`config.mk`:
```
export PLATFORM = sky130hd
export DESIGN_NAME = url_query_tokenizer_unit
export DESIGN_NICKNAME = d
export VERILOG_FILES = /design/src/design/uqt_pkg.sv /design/src/design/url_query_tokenizer_unit.sv /design/src/design/uqt_front.sv /design/src/design/uqt_queue.sv /design/src/design/uqt_back.sv
export SDC_FILE = /design/constraint.sdc
export NUM_CORES = 1
export LEC_CHECK = 0
export ABC_CLOCK_PERIOD_IN_PS = 3100
export BUFFER_PORTS_ARGS = -buffer_cell sky130_fd_sc_hd__clkbuf_2
export CORE_UTILIZATION = 32
export CTS_CLUSTER_DIAMETER = 120
export CTS_CLUSTER_SIZE = 20
export DETAILED_ROUTE_END_ITERATION = 8
export PLACE_DENSITY_LB_ADDON = 0.2
export SLEW_MARGIN = 15
export SYNTH_ARGS = -nofsm -noshare
export SYNTH_HDL_FRONTEND = slang
export SYNTH_SLANG_ARGS = --single-unit
```
`constraint.sdc`:
```
create_clock -name clk -period 3.1 [get_ports clk]
set_input_delay 0.31 -clock clk [delete_from_list [all_inputs] [get_ports clk]]
set_output_delay 0.31 -clock clk [all_outputs]
set_load 0.01 [all_outputs]
```
`src/design/uqt_pkg.sv`:
```
package uqt_pkg;

    // Token kinds on the result channel
    localparam logic [2:0] KIND_PATH_CHAR  = 3'd0;
    localparam logic [2:0] KIND_KEY_CHAR   = 3'd1;
    localparam logic [2:0] KIND_VALUE_CHAR = 3'd2;
    localparam logic [2:0] KIND_PAIR_END   = 3'd3;
    localparam logic [2:0] KIND_REQ_END    = 3'd4;

    // Delimiter bytes
    localparam logic [7:0] CHAR_SLASH    = 8'h2F;
    localparam logic [7:0] CHAR_QUESTION = 8'h3F;
    localparam logic [7:0] CHAR_AMP      = 8'h26;
    localparam logic [7:0] CHAR_EQUALS   = 8'h3D;
    localparam logic [7:0] CHAR_CR       = 8'h0D;
    localparam logic [7:0] CHAR_LF       = 8'h0A;
    localparam logic [7:0] CHAR_SPACE    = 8'h20;

    // Token queue between front and back
    localparam int QDepth = 4;
    localparam int QPtrW  = $clog2(QDepth);
    localparam int QCntW  = $clog2(QDepth + 1);

    typedef struct packed {
        logic [2:0] kind;
        logic [7:0] ch;
        logic       is_path;
        logic       done;
    } token_t;

    typedef struct packed {
        logic   push;
        token_t tok;
    } front_push_t;

    typedef struct packed {
        logic full;
        logic empty;
    } queue_status_t;

endpackage

```
`src/design/url_query_tokenizer_unit.sv`:
```
// URL query tokenizer.
// Input channel: in_valid / in_stall with char_in and end_of_request. One
// byte of the request line per transfer; end_of_request marks the end of
// the text and its char_in is ignored. in_stall is high only while the
// token queue is full.
// Output channel: out_valid / out_stall with token_kind, token_char,
// pair_is_path and request_complete. Each input transfer yields zero or one
// token transfer, in input order.
// Throughput: one byte per cycle while in_stall is low. The parse state (phase
// and the key-has-characters flag) updates in the cycle a byte is taken.
// A token's byte is classified into a queue slot when the byte is taken;
// the token then moves into the output register once that register is
// free or drains.
// When out_stall is high the output register holds its token; the 4-entry
// queue keeps taking bytes until it fills, then in_stall rises.
// Reset (rst_n low, asynchronous) empties the queue and output register and
// returns the parser to its initial phase, waiting for '/' or '?'.
module url_query_tokenizer_unit (
    input  logic       clk,
    input  logic       rst_n,
    input  logic       in_valid,
    output logic       in_stall,
    input  logic [7:0] char_in,
    input  logic       end_of_request,
    output logic       out_valid,
    input  logic       out_stall,
    output logic [2:0] token_kind,
    output logic [7:0] token_char,
    output logic       pair_is_path,
    output logic       request_complete
);
    import uqt_pkg::*;

    front_push_t   front_push;
    queue_status_t q_status;
    token_t        head_tok;
    logic          accept;
    logic          pop;

    // take a byte whenever the queue has room
    assign in_stall = q_status.full;
    assign accept   = in_valid && !in_stall;

    // front: classify the byte and advance the parse phase
    uqt_front u_front (
        .clk            (clk),
        .rst_n          (rst_n),
        .accept         (accept),
        .char_in        (char_in),
        .end_of_request (end_of_request),
        .push_out       (front_push)
    );

    // queue: decouple classification from output stalls
    uqt_queue u_queue (
        .clk     (clk),
        .rst_n   (rst_n),
        .push_in (front_push),
        .pop     (pop),
        .pop_tok (head_tok),
        .status  (q_status)
    );

    // back: hold the current token until the receiver takes it
    uqt_back u_back (
        .clk              (clk),
        .rst_n            (rst_n),
        .head_tok         (head_tok),
        .status           (q_status),
        .out_stall        (out_stall),
        .pop              (pop),
        .out_valid        (out_valid),
        .token_kind       (token_kind),
        .token_char       (token_char),
        .pair_is_path     (pair_is_path),
        .request_complete (request_complete)
    );

endmodule

```
`src/design/uqt_front.sv`:
```
module uqt_front (
    input  logic                clk,
    input  logic                rst_n,
    input  logic                accept,
    input  logic [7:0]          char_in,
    input  logic                end_of_request,
    output uqt_pkg::front_push_t push_out
);
    import uqt_pkg::*;

    localparam logic [2:0] PH_INITIAL   = 3'd0;
    localparam logic [2:0] PH_PATH      = 3'd1;
    localparam logic [2:0] PH_KEY       = 3'd2;
    localparam logic [2:0] PH_VALUE     = 3'd3;
    localparam logic [2:0] PH_COMPLETED = 3'd4;

    logic [2:0] phase_reg, phase_next;
    logic       key_reg, key_next;
    logic       has_result;
    token_t     tok;
    logic       is_term;
    logic       pending;

    assign is_term = (char_in == CHAR_SPACE) || (char_in == CHAR_CR) || (char_in == CHAR_LF);
    assign pending = key_reg &&
                     ((phase_reg == PH_PATH) || (phase_reg == PH_KEY) || (phase_reg == PH_VALUE));

    always_comb
    begin
        phase_next = phase_reg;
        key_next   = key_reg;
        has_result = 1'b0;
        tok        = '0;
        if (end_of_request)
        begin
            // flush pending pair or give a bare end marker, then start over
            phase_next   = PH_INITIAL;
            key_next     = 1'b0;
            has_result   = 1'b1;
            tok.kind     = pending ? KIND_PAIR_END : KIND_REQ_END;
            tok.is_path  = pending && (phase_reg == PH_PATH);
            tok.done     = 1'b1;
        end
        else
        begin
            unique case (phase_reg)
                PH_INITIAL:
                begin
                    if (char_in == CHAR_SLASH)
                    begin
                        phase_next = PH_PATH;
                        key_next   = 1'b1;
                    end
                    else if (char_in == CHAR_QUESTION)
                    begin
                        phase_next = PH_KEY;
                        key_next   = 1'b0;
                    end
                end
                PH_PATH:
                begin
                    has_result = 1'b1;
                    if (char_in == CHAR_QUESTION)
                    begin
                        phase_next  = PH_KEY;
                        key_next    = 1'b0;
                        tok.kind    = KIND_PAIR_END;
                        tok.is_path = 1'b1;
                    end
                    else
                    begin
                        tok.kind = KIND_PATH_CHAR;
                        tok.ch   = char_in;
                    end
                end
                PH_KEY:
                begin
                    if (char_in == CHAR_AMP)
                    begin
                        key_next   = 1'b0;
                        has_result = 1'b1;
                        tok.kind   = KIND_PAIR_END;
                    end
                    else if (char_in == CHAR_EQUALS)
                    begin
                        phase_next = PH_VALUE;
                    end
                    else if (is_term)
                    begin
                        phase_next = PH_COMPLETED;
                        key_next   = 1'b0;
                        has_result = 1'b1;
                        tok.kind   = KIND_PAIR_END;
                        tok.done   = 1'b1;
                    end
                    else
                    begin
                        key_next   = 1'b1;
                        has_result = 1'b1;
                        tok.kind   = KIND_KEY_CHAR;
                        tok.ch     = char_in;
                    end
                end
                PH_VALUE:
                begin
                    has_result = 1'b1;
                    if (char_in == CHAR_AMP)
                    begin
                        phase_next = PH_KEY;
                        key_next   = 1'b0;
                        tok.kind   = KIND_PAIR_END;
                    end
                    else if (is_term)
                    begin
                        phase_next = PH_COMPLETED;
                        key_next   = 1'b0;
                        tok.kind   = KIND_PAIR_END;
                        tok.done   = 1'b1;
                    end
                    else
                    begin
                        tok.kind = KIND_VALUE_CHAR;
                        tok.ch   = char_in;
                    end
                end
                default:
                begin
                    // completed: drop bytes until end of request
                end
            endcase
        end
    end

    always_ff @(posedge clk or negedge rst_n)
    begin
        if (!rst_n)
        begin
            phase_reg <= PH_INITIAL;
            key_reg   <= 1'b0;
        end
        else if (accept)
        begin
            phase_reg <= phase_next;
            key_reg   <= key_next;
        end
    end

    assign push_out.push = accept && has_result;
    assign push_out.tok  = tok;

endmodule

```
`src/design/uqt_queue.sv`:
```
module uqt_queue (
    input  logic                  clk,
    input  logic                  rst_n,
    input  uqt_pkg::front_push_t  push_in,
    input  logic                  pop,
    output uqt_pkg::token_t       pop_tok,
    output uqt_pkg::queue_status_t status
);
    import uqt_pkg::*;

    token_t            slots_reg [QDepth];
    logic [QPtrW-1:0]  wr_ptr_reg, rd_ptr_reg;
    logic [QCntW-1:0]  count_reg, count_next;
    logic              do_push, do_pop;

    assign do_push = push_in.push && !status.full;
    assign do_pop  = pop && !status.empty;

    always_comb
    begin
        count_next = count_reg;
        if (do_push && !do_pop)
            count_next = count_reg + QCntW'(1);
        else if (do_pop && !do_push)
            count_next = count_reg - QCntW'(1);
    end

    always_ff @(posedge clk or negedge rst_n)
    begin
        if (!rst_n)
        begin
            wr_ptr_reg <= '0;
            rd_ptr_reg <= '0;
            count_reg  <= '0;
        end
        else
        begin
            if (do_push)
                wr_ptr_reg <= (wr_ptr_reg == QPtrW'(QDepth - 1)) ? '0 : wr_ptr_reg + QPtrW'(1);
            if (do_pop)
                rd_ptr_reg <= (rd_ptr_reg == QPtrW'(QDepth - 1)) ? '0 : rd_ptr_reg + QPtrW'(1);
            count_reg <= count_next;
        end
    end

    always_ff @(posedge clk)
    begin
        if (do_push)
            slots_reg[wr_ptr_reg] <= push_in.tok;
    end

    assign pop_tok      = slots_reg[rd_ptr_reg];
    assign status.full  = (count_reg == QCntW'(QDepth));
    assign status.empty = (count_reg == '0);

endmodule

```
`src/design/uqt_back.sv`:
```
module uqt_back (
    input  logic                   clk,
    input  logic                   rst_n,
    input  uqt_pkg::token_t        head_tok,
    input  uqt_pkg::queue_status_t status,
    input  logic                   out_stall,
    output logic                   pop,
    output logic                   out_valid,
    output logic [2:0]             token_kind,
    output logic [7:0]             token_char,
    output logic                   pair_is_path,
    output logic                   request_complete
);
    import uqt_pkg::*;

    logic   valid_reg, valid_next;
    token_t tok_reg;

    // load when the output slot is free or drains this cycle
    assign pop        = !status.empty && (!valid_reg || !out_stall);
    assign valid_next = pop || (valid_reg && out_stall);

    always_ff @(posedge clk or negedge rst_n)
    begin
        if (!rst_n)
            valid_reg <= 1'b0;
        else
            valid_reg <= valid_next;
    end

    always_ff @(posedge clk)
    begin
        if (pop)
            tok_reg <= head_tok;
    end

    assign out_valid        = valid_reg;
    assign token_kind       = tok_reg.kind;
    assign token_char       = tok_reg.ch;
    assign pair_is_path     = tok_reg.is_path;
    assign request_complete = tok_reg.done;

endmodule

```
==> results.cfg, run 1 <==
[synthesis]
synth-edff-count = 65
ys.flop_type = edfxtp_1
yosysTopAreaCell = edfxtp_1
ys_types = 54
yosysSeqAreaShare_pct = 65.0
synthTopCellsByCount = 65 x edfxtp_1, 21 x nand2_1, 16 x nor2_1, 13 x mux4_2, 12 x dfrtp_1
synthesis.nets = 250
async_reset_ff_share_pct = 15.6
syn_area_per_cell_um2 = 15.1
synthSimpleGateAreaFrac_pct = 10.8
ys_top_cells_by_area = edfxtp_1 56%, dfrtp_1 8.7%, mux4_2 8.5%
synth_xor_area_share_pct = 1.01
synth_top_area_share_pct = 56.4
yosys_warnings = 0
synthAdderAreaFrac_pct = 2.75
synth_most_common_cell = edfxtp_1
synth_top_family_by_area = simple AND/OR/NAND/NOR gates
netlist_area_um2 = 3460
muxShareOfSynthArea_pct = 9.43
synth_compound_area_share_pct = 8.82
synth-seq-cells = 77
synth_cells = 230

[clock_network]
cts_tree = yes
cts_made_buffers = 9
cts-root-buf = clkbuf_8
clk_path_buf_depth = 2
cts_resized = 0
clkLatencyLatePin_ns = 0.35
post-cts-setup-buffers = 0
cts_sinks = 77
clk_pin_slew_ns = 0.09
htree_levels = 3

[run_status]
status = completed

[sta]
drv_slew = 0
skew_ns = 0.0137
rsz0062_at_grt = no
finalCritPeriodShare_pct = 84.1
whs_ns = 0.185
slew_headroom_pct = 54.9
fin_crit_ns = 2.61
worst_slew_pin_slew_ns = 0.677
fin_setup_tns_ns = 0
hold_viol_final = 0
fmax_mhz = 384
finalSetupViolCount = 0

[placement]
port-buffer-count = 27
post-place-cells = 390
dp_hpwl_um = 4560
routabilityCongestion = 0.840
dpl_cell_area_um2 = 3780

[global_routing]
grt_pass1_vias = 2054
grt_max_degree = 17
grt.overflow.total = 0
grt_pass1_wl_um = 10800
antenna_found_initial = 0
grt_use_total_pct = 13.0

[layout]
final_area_um2 = 3990
layout-drive-gt1-share_pct = 28.4
n_fill_cell = 1017
stdcell_count = 407
multi_input_area_um2 = 1140
syn2layout_area_growth_pct = 15.3
nets = 286
area.sequential_um2 = 2250
n_antenna_cell = 0
largest_register_ff_count = 52

[detailed_routing]
drtIter0Drc = 108
vias = 1995
drc = 0
firstDrtPassIters = 4
ant_nets = 0
wl_per_cell_um = 16.2
viasPerCell = 4.90
wl_um = 6590

[pwr]
power-per-cell-area_nw_per_um2 = 901
vdd_drop_max_v = 0.000345
leakage_nw = 1.44

[hold_path]
hp-class = input port to flop

[floorplan]
ios = 28
fp.coreArea_um2 = 10400
row_count = 37
die_w_um = 106
initial_core_util_pct = 33.2
die_h_um = 106
die_area_um2 = 11200

[critical_path]
cp_slowest_cell = dfrtp_1
end_kind = flop
worstSetupPathType = flop to flop
start_kind = flop
cp.arrival_ns = 2.87
worstPathMaxFanout = 8
required_ns = 3.36
crit_chain = inv_1 -> a31oi_1 -> o21bai_1 -> a21oi_2 -> ha_1 -> inv_1 -> fa_1 -> xor2_1 -> nor2_1 -> xor2_1
max_stage_delay_ns = 0.52

[job]
maxCapViolCount = 0
-- metrics by stage --
| stage | setup slack, ns | power (W) | util [%] |
|---|---|---|---|
| 2_1_floorplan | 0.752 | 0.00249 | - |
| 6_report | 0.494 | 0.00360 | 38.3 |
| 4_1_cts | 0.493 | 0.00365 | 38.3 |
| 5_1_grt | 0.330 | 0.00383 | 38.3 |
| 3_5_place_dp | 0.432 | 0.00286 | 36.3 |
| 3_3_place_gp | 0.514 | 0.00284 | 36.3 |
-- final cells by class --
cell class | instances | share of cell area, %
clock buffers | 9 | 3.10
clock inverters | 7 | 2.01
inverters | 9 | 0.846
multi-input cells | 134 | 28.4
flip-flops and latches | 77 | 56.4
well taps | 136 | 4.26
repair buffers | 35 | 4.95
-- critical path, delay by kind of cell, from the launching register on --
kind,cells,cell delay (ns)
AND/OR/NAND/NOR,1,0.11
buffers and inverters,2,0.20
AO/OA/AOI/OAI,3,0.67
adder cells (fa/ha/maj),2,0.68
flip-flops,1,0.52
XOR/XNOR,2,0.34
-- cells by family (layout without fill, tap and decap cells) --
logic type / count (synthesis) / count (layout)
AOI/OAI and AO/OA: 35 / 35
and+or+nand+nor: 72 / 72
DFF: 77 / 77
xor gates and xnor gates: 4 / 4
muxes: 16 / 16
buffers and inverters: 19 / 60
adders and majority gates: 7 / 7
-- power by group --
group	internal [W]	switching, W	leakage (nW)
clock	0.000385	0.000394	0.103
combinational	0.000521	0.000611	0.580
sequential	0.00152	0.000172	0.756
-- cell usage in the layout, fill, tap and decap left out, types with 3 or more instances in the layout --
master,Yosys,layout
a21oi_1,3,3
a31oi_1,4,4
and2_1,8,8
buf_4,0,7
clkbuf_2,0,27
clkbuf_8,0,9
dfrtp_1,12,12
edfxtp_1,65,65
ha_1,6,6
inv_1,9,9
inv_6,0,3
mux2_2,3,3
mux4_2,13,13
nand2_1,21,21
nand2b_1,5,5
nand3_1,6,6
nor2_1,16,16
nor3_1,4,4
o21ai_0,3,3
xor2_1,3,3
-- path summary, 6_finish.rpt --
kind	from	end	slack (ns)	cells after the start
worst min-delay path	out_stall	u_back.out_valid	0.19	3
worst max register to register	u_front.phase_reg[1]	u_queue.count_reg[2]	0.49	10
max in group asynchronous	rst_n	u_front.phase_reg[0]	2.45	2
min in group asynchronous	rst_n	u_front.key_reg	0.39	2
worst min register to register	u_back.out_valid	u_back.out_valid	0.50	2
worst max-delay path	u_front.phase_reg[1]	u_queue.count_reg[2]	0.49	10
-- routing by layer --
| metal | share of wire, % | vias up | track usage, % | wire (um) |
|---|---|---|---|---|
| li1 | - | 956 | - | - |
| met1 | 46 | 986 | 16.8 | 3060 |
| met2 | 49 | 49 | 21.1 | 3240 |
| met3 | 4.0 | 4 | 3.37 | 266 |
| met4 | 0.38 | 0 | 4.76 | 25 |
| met5 | 0 | - | 0 | 0 |
-- repair_timing --
action,4_1_cts,5_1_grt
setup endpoints to repair,0,0
endpoints found under the hold margin,12,0
hold buffers,1,0
Note: power is estimated with default switching activity, not from simulation.
==> run 2, diff against run 1 <==
- ABC_CLOCK_PERIOD_IN_PS: 3100 -> 2600
- clock period: 3.1 -> 2.6 ns (I/O delays scaled with it)
==> run 2 against run 1 <==
Against the previous run:
- via count grew 3.4%
- sequential share of layout area fell by 0.42 points
- core utilization up 0.29 points
- clock skew fell by 0.0061 ns
- non-clock buffer count grew 4
- count of clock-buffer cells in the layout unchanged
- clock power is 20% higher
- sequential power is 17% higher
- highest routed layer unchanged
- total power increased by 21%
- setup slack worse by 0.11 ns
==> results.cfg, run 2 (synthesized netlist as in run 1, its figures left out) <==
[placement]
dpl_cell_area_um2 = 3810
port-buffer-count = 27
dp_hpwl_um = 4700
place_ws_ns = 0.133
routabilityCongestion = 0.854

[clock_network]
clk_path_buf_depth = 2
cts_tree = yes
clkLatencyLatePin_ns = 0.34
cts_resized = 0
cts_made_buffers = 9
htree_levels = 3
cts_sinks = 77
cts-root-buf = clkbuf_8
clk_pin_slew_ns = 0.08

[layout]
final_area_um2 = 4020
largest_register_ff_count = 52
syn2layout_area_growth_pct = 16.2
final_cell_mix = 65 x edfxtp_1, 27 x clkbuf_2, 21 x nand2_1
area.sequential_um2 = 2250
final_common_cell = edfxtp_1
n_fill_cell = 1010
n_antenna_cell = 0
multi_input_area_um2 = 1140
layout-drive-gt1-share_pct = 29.5
nets = 290

[floorplan]
fp.coreArea_um2 = 10400
ios = 28
initial_core_util_pct = 33.2
die_h_um = 106
die_area_um2 = 11200
row_count = 37
die_w_um = 106

[global_routing]
grt_pass1_wl_um = 10900
antenna_found_initial = 0
grt.overflow.total = 0
grt_use_total_pct = 13.2
grt_pass1_vias = 2104
grt_max_degree = 16

[detailed_routing]
vias = 2062
ant_nets = 0
firstDrtPassIters = 4
wl_per_cell_um = 16.3
wl_um = 6720
viasPerCell = 5.02
drtIter0Drc = 76
drc = 0

[critical_path]
worstSetupPathType = flop to flop
end_kind = flop
start_kind = flop
cp.arrival_ns = 2.49
required_ns = 2.87
worstPathMaxFanout = 5

[sta]
finalSetupViolCount = 0
fin_crit_ns = 2.22
drv_slew = 0
whs_ns = 0.130
fin_ws_ns = 0.382
fmax_mhz = 451
rsz0062_at_grt = no
finalCritPeriodShare_pct = 85.3
slew_headroom_pct = 55.9
worst_slew_pin_slew_ns = 0.661
skew_ns = 0.00760
hold_viol_final = 0
fin_setup_tns_ns = 0

[job]
maxCapViolCount = 0

[pwr]
power-per-cell-area_nw_per_um2 = 1080
leakage_nw = 1.46
vdd_drop_max_v = 0.000328

[hold_path]
hp-class = input port to flop

[run_status]
status = completed
run 2: cell type report:
class,count,area share [%]
clock buffer,9,3.08
multi-input combinational,134,28.2
sequential,77,56.0
timing repair buffer,39,5.66
inverter,9,0.840
clock inverter,7,1.99
tap,136,4.23
run 2: per-stage QoR:
stage	total power (W)	utilization, %	instances
after floorplan	0.00297	-	230
after global placement	0.00344	36.6	394
after detailed placement	0.00347	36.6	394
after CTS	0.00441	38.6	411
after global routing	0.00463	38.6	411
final	0.00434	38.6	411
run 2: path summary, 6_finish.rpt:
kind / start / endpoint / slack (ns) / cells past startpoint
hold / removal: out_stall / u_back.out_valid / 0.13 / 3
setup / recovery: u_queue.count_reg[0] / u_queue.count_reg[2] / 0.38 / 8
setup reg to reg: u_queue.count_reg[0] / u_queue.count_reg[2] / 0.38 / 8
max in group asynchronous: rst_n / u_front.phase_reg[0] / 1.99 / 2
hold reg to reg: u_queue.count_reg[2] / u_queue.count_reg[2] / 0.50 / 1
min in group asynchronous: rst_n / u_front.phase_reg[1] / 0.35 / 2
run 2: routing by layer:
layer / up-vias / share of wire, % / global-route usage (%)
met1: 1026 / 44 / 15.6
met2: 62 / 51 / 22.5
met4: 0 / 0.97 / 4.66
li1: 968 / - / -
met5: - / 0 / 0
met3: 6 / 4.1 / 4.17
run 2: report_power, final:
part	internal (W)	total [W]	switching, W	leakage, nW
Combinational	0.000659	0.00143	0.000771	0.600
Clock	0.000459	0.000934	0.000475	0.103
Sequential	0.00181	0.00198	0.000168	0.756
Total	0.00292	0.00434	0.00141	1.46
run 2: what timing repair did:
item                      CTS  global route
buffers inserted            0             0
hold endpoints to repair   12             0
hold buffers                1             0
run 2: critical path: stages (launching register included):
cell	delay (ns)
dfrtp_1	0.44
nor3_1	0.29
a21o_1	0.26
ha_1	0.23
inv_1	0.07
fa_1	0.42
xor2_1	0.17
nor2_1	0.11
xor2_1	0.14
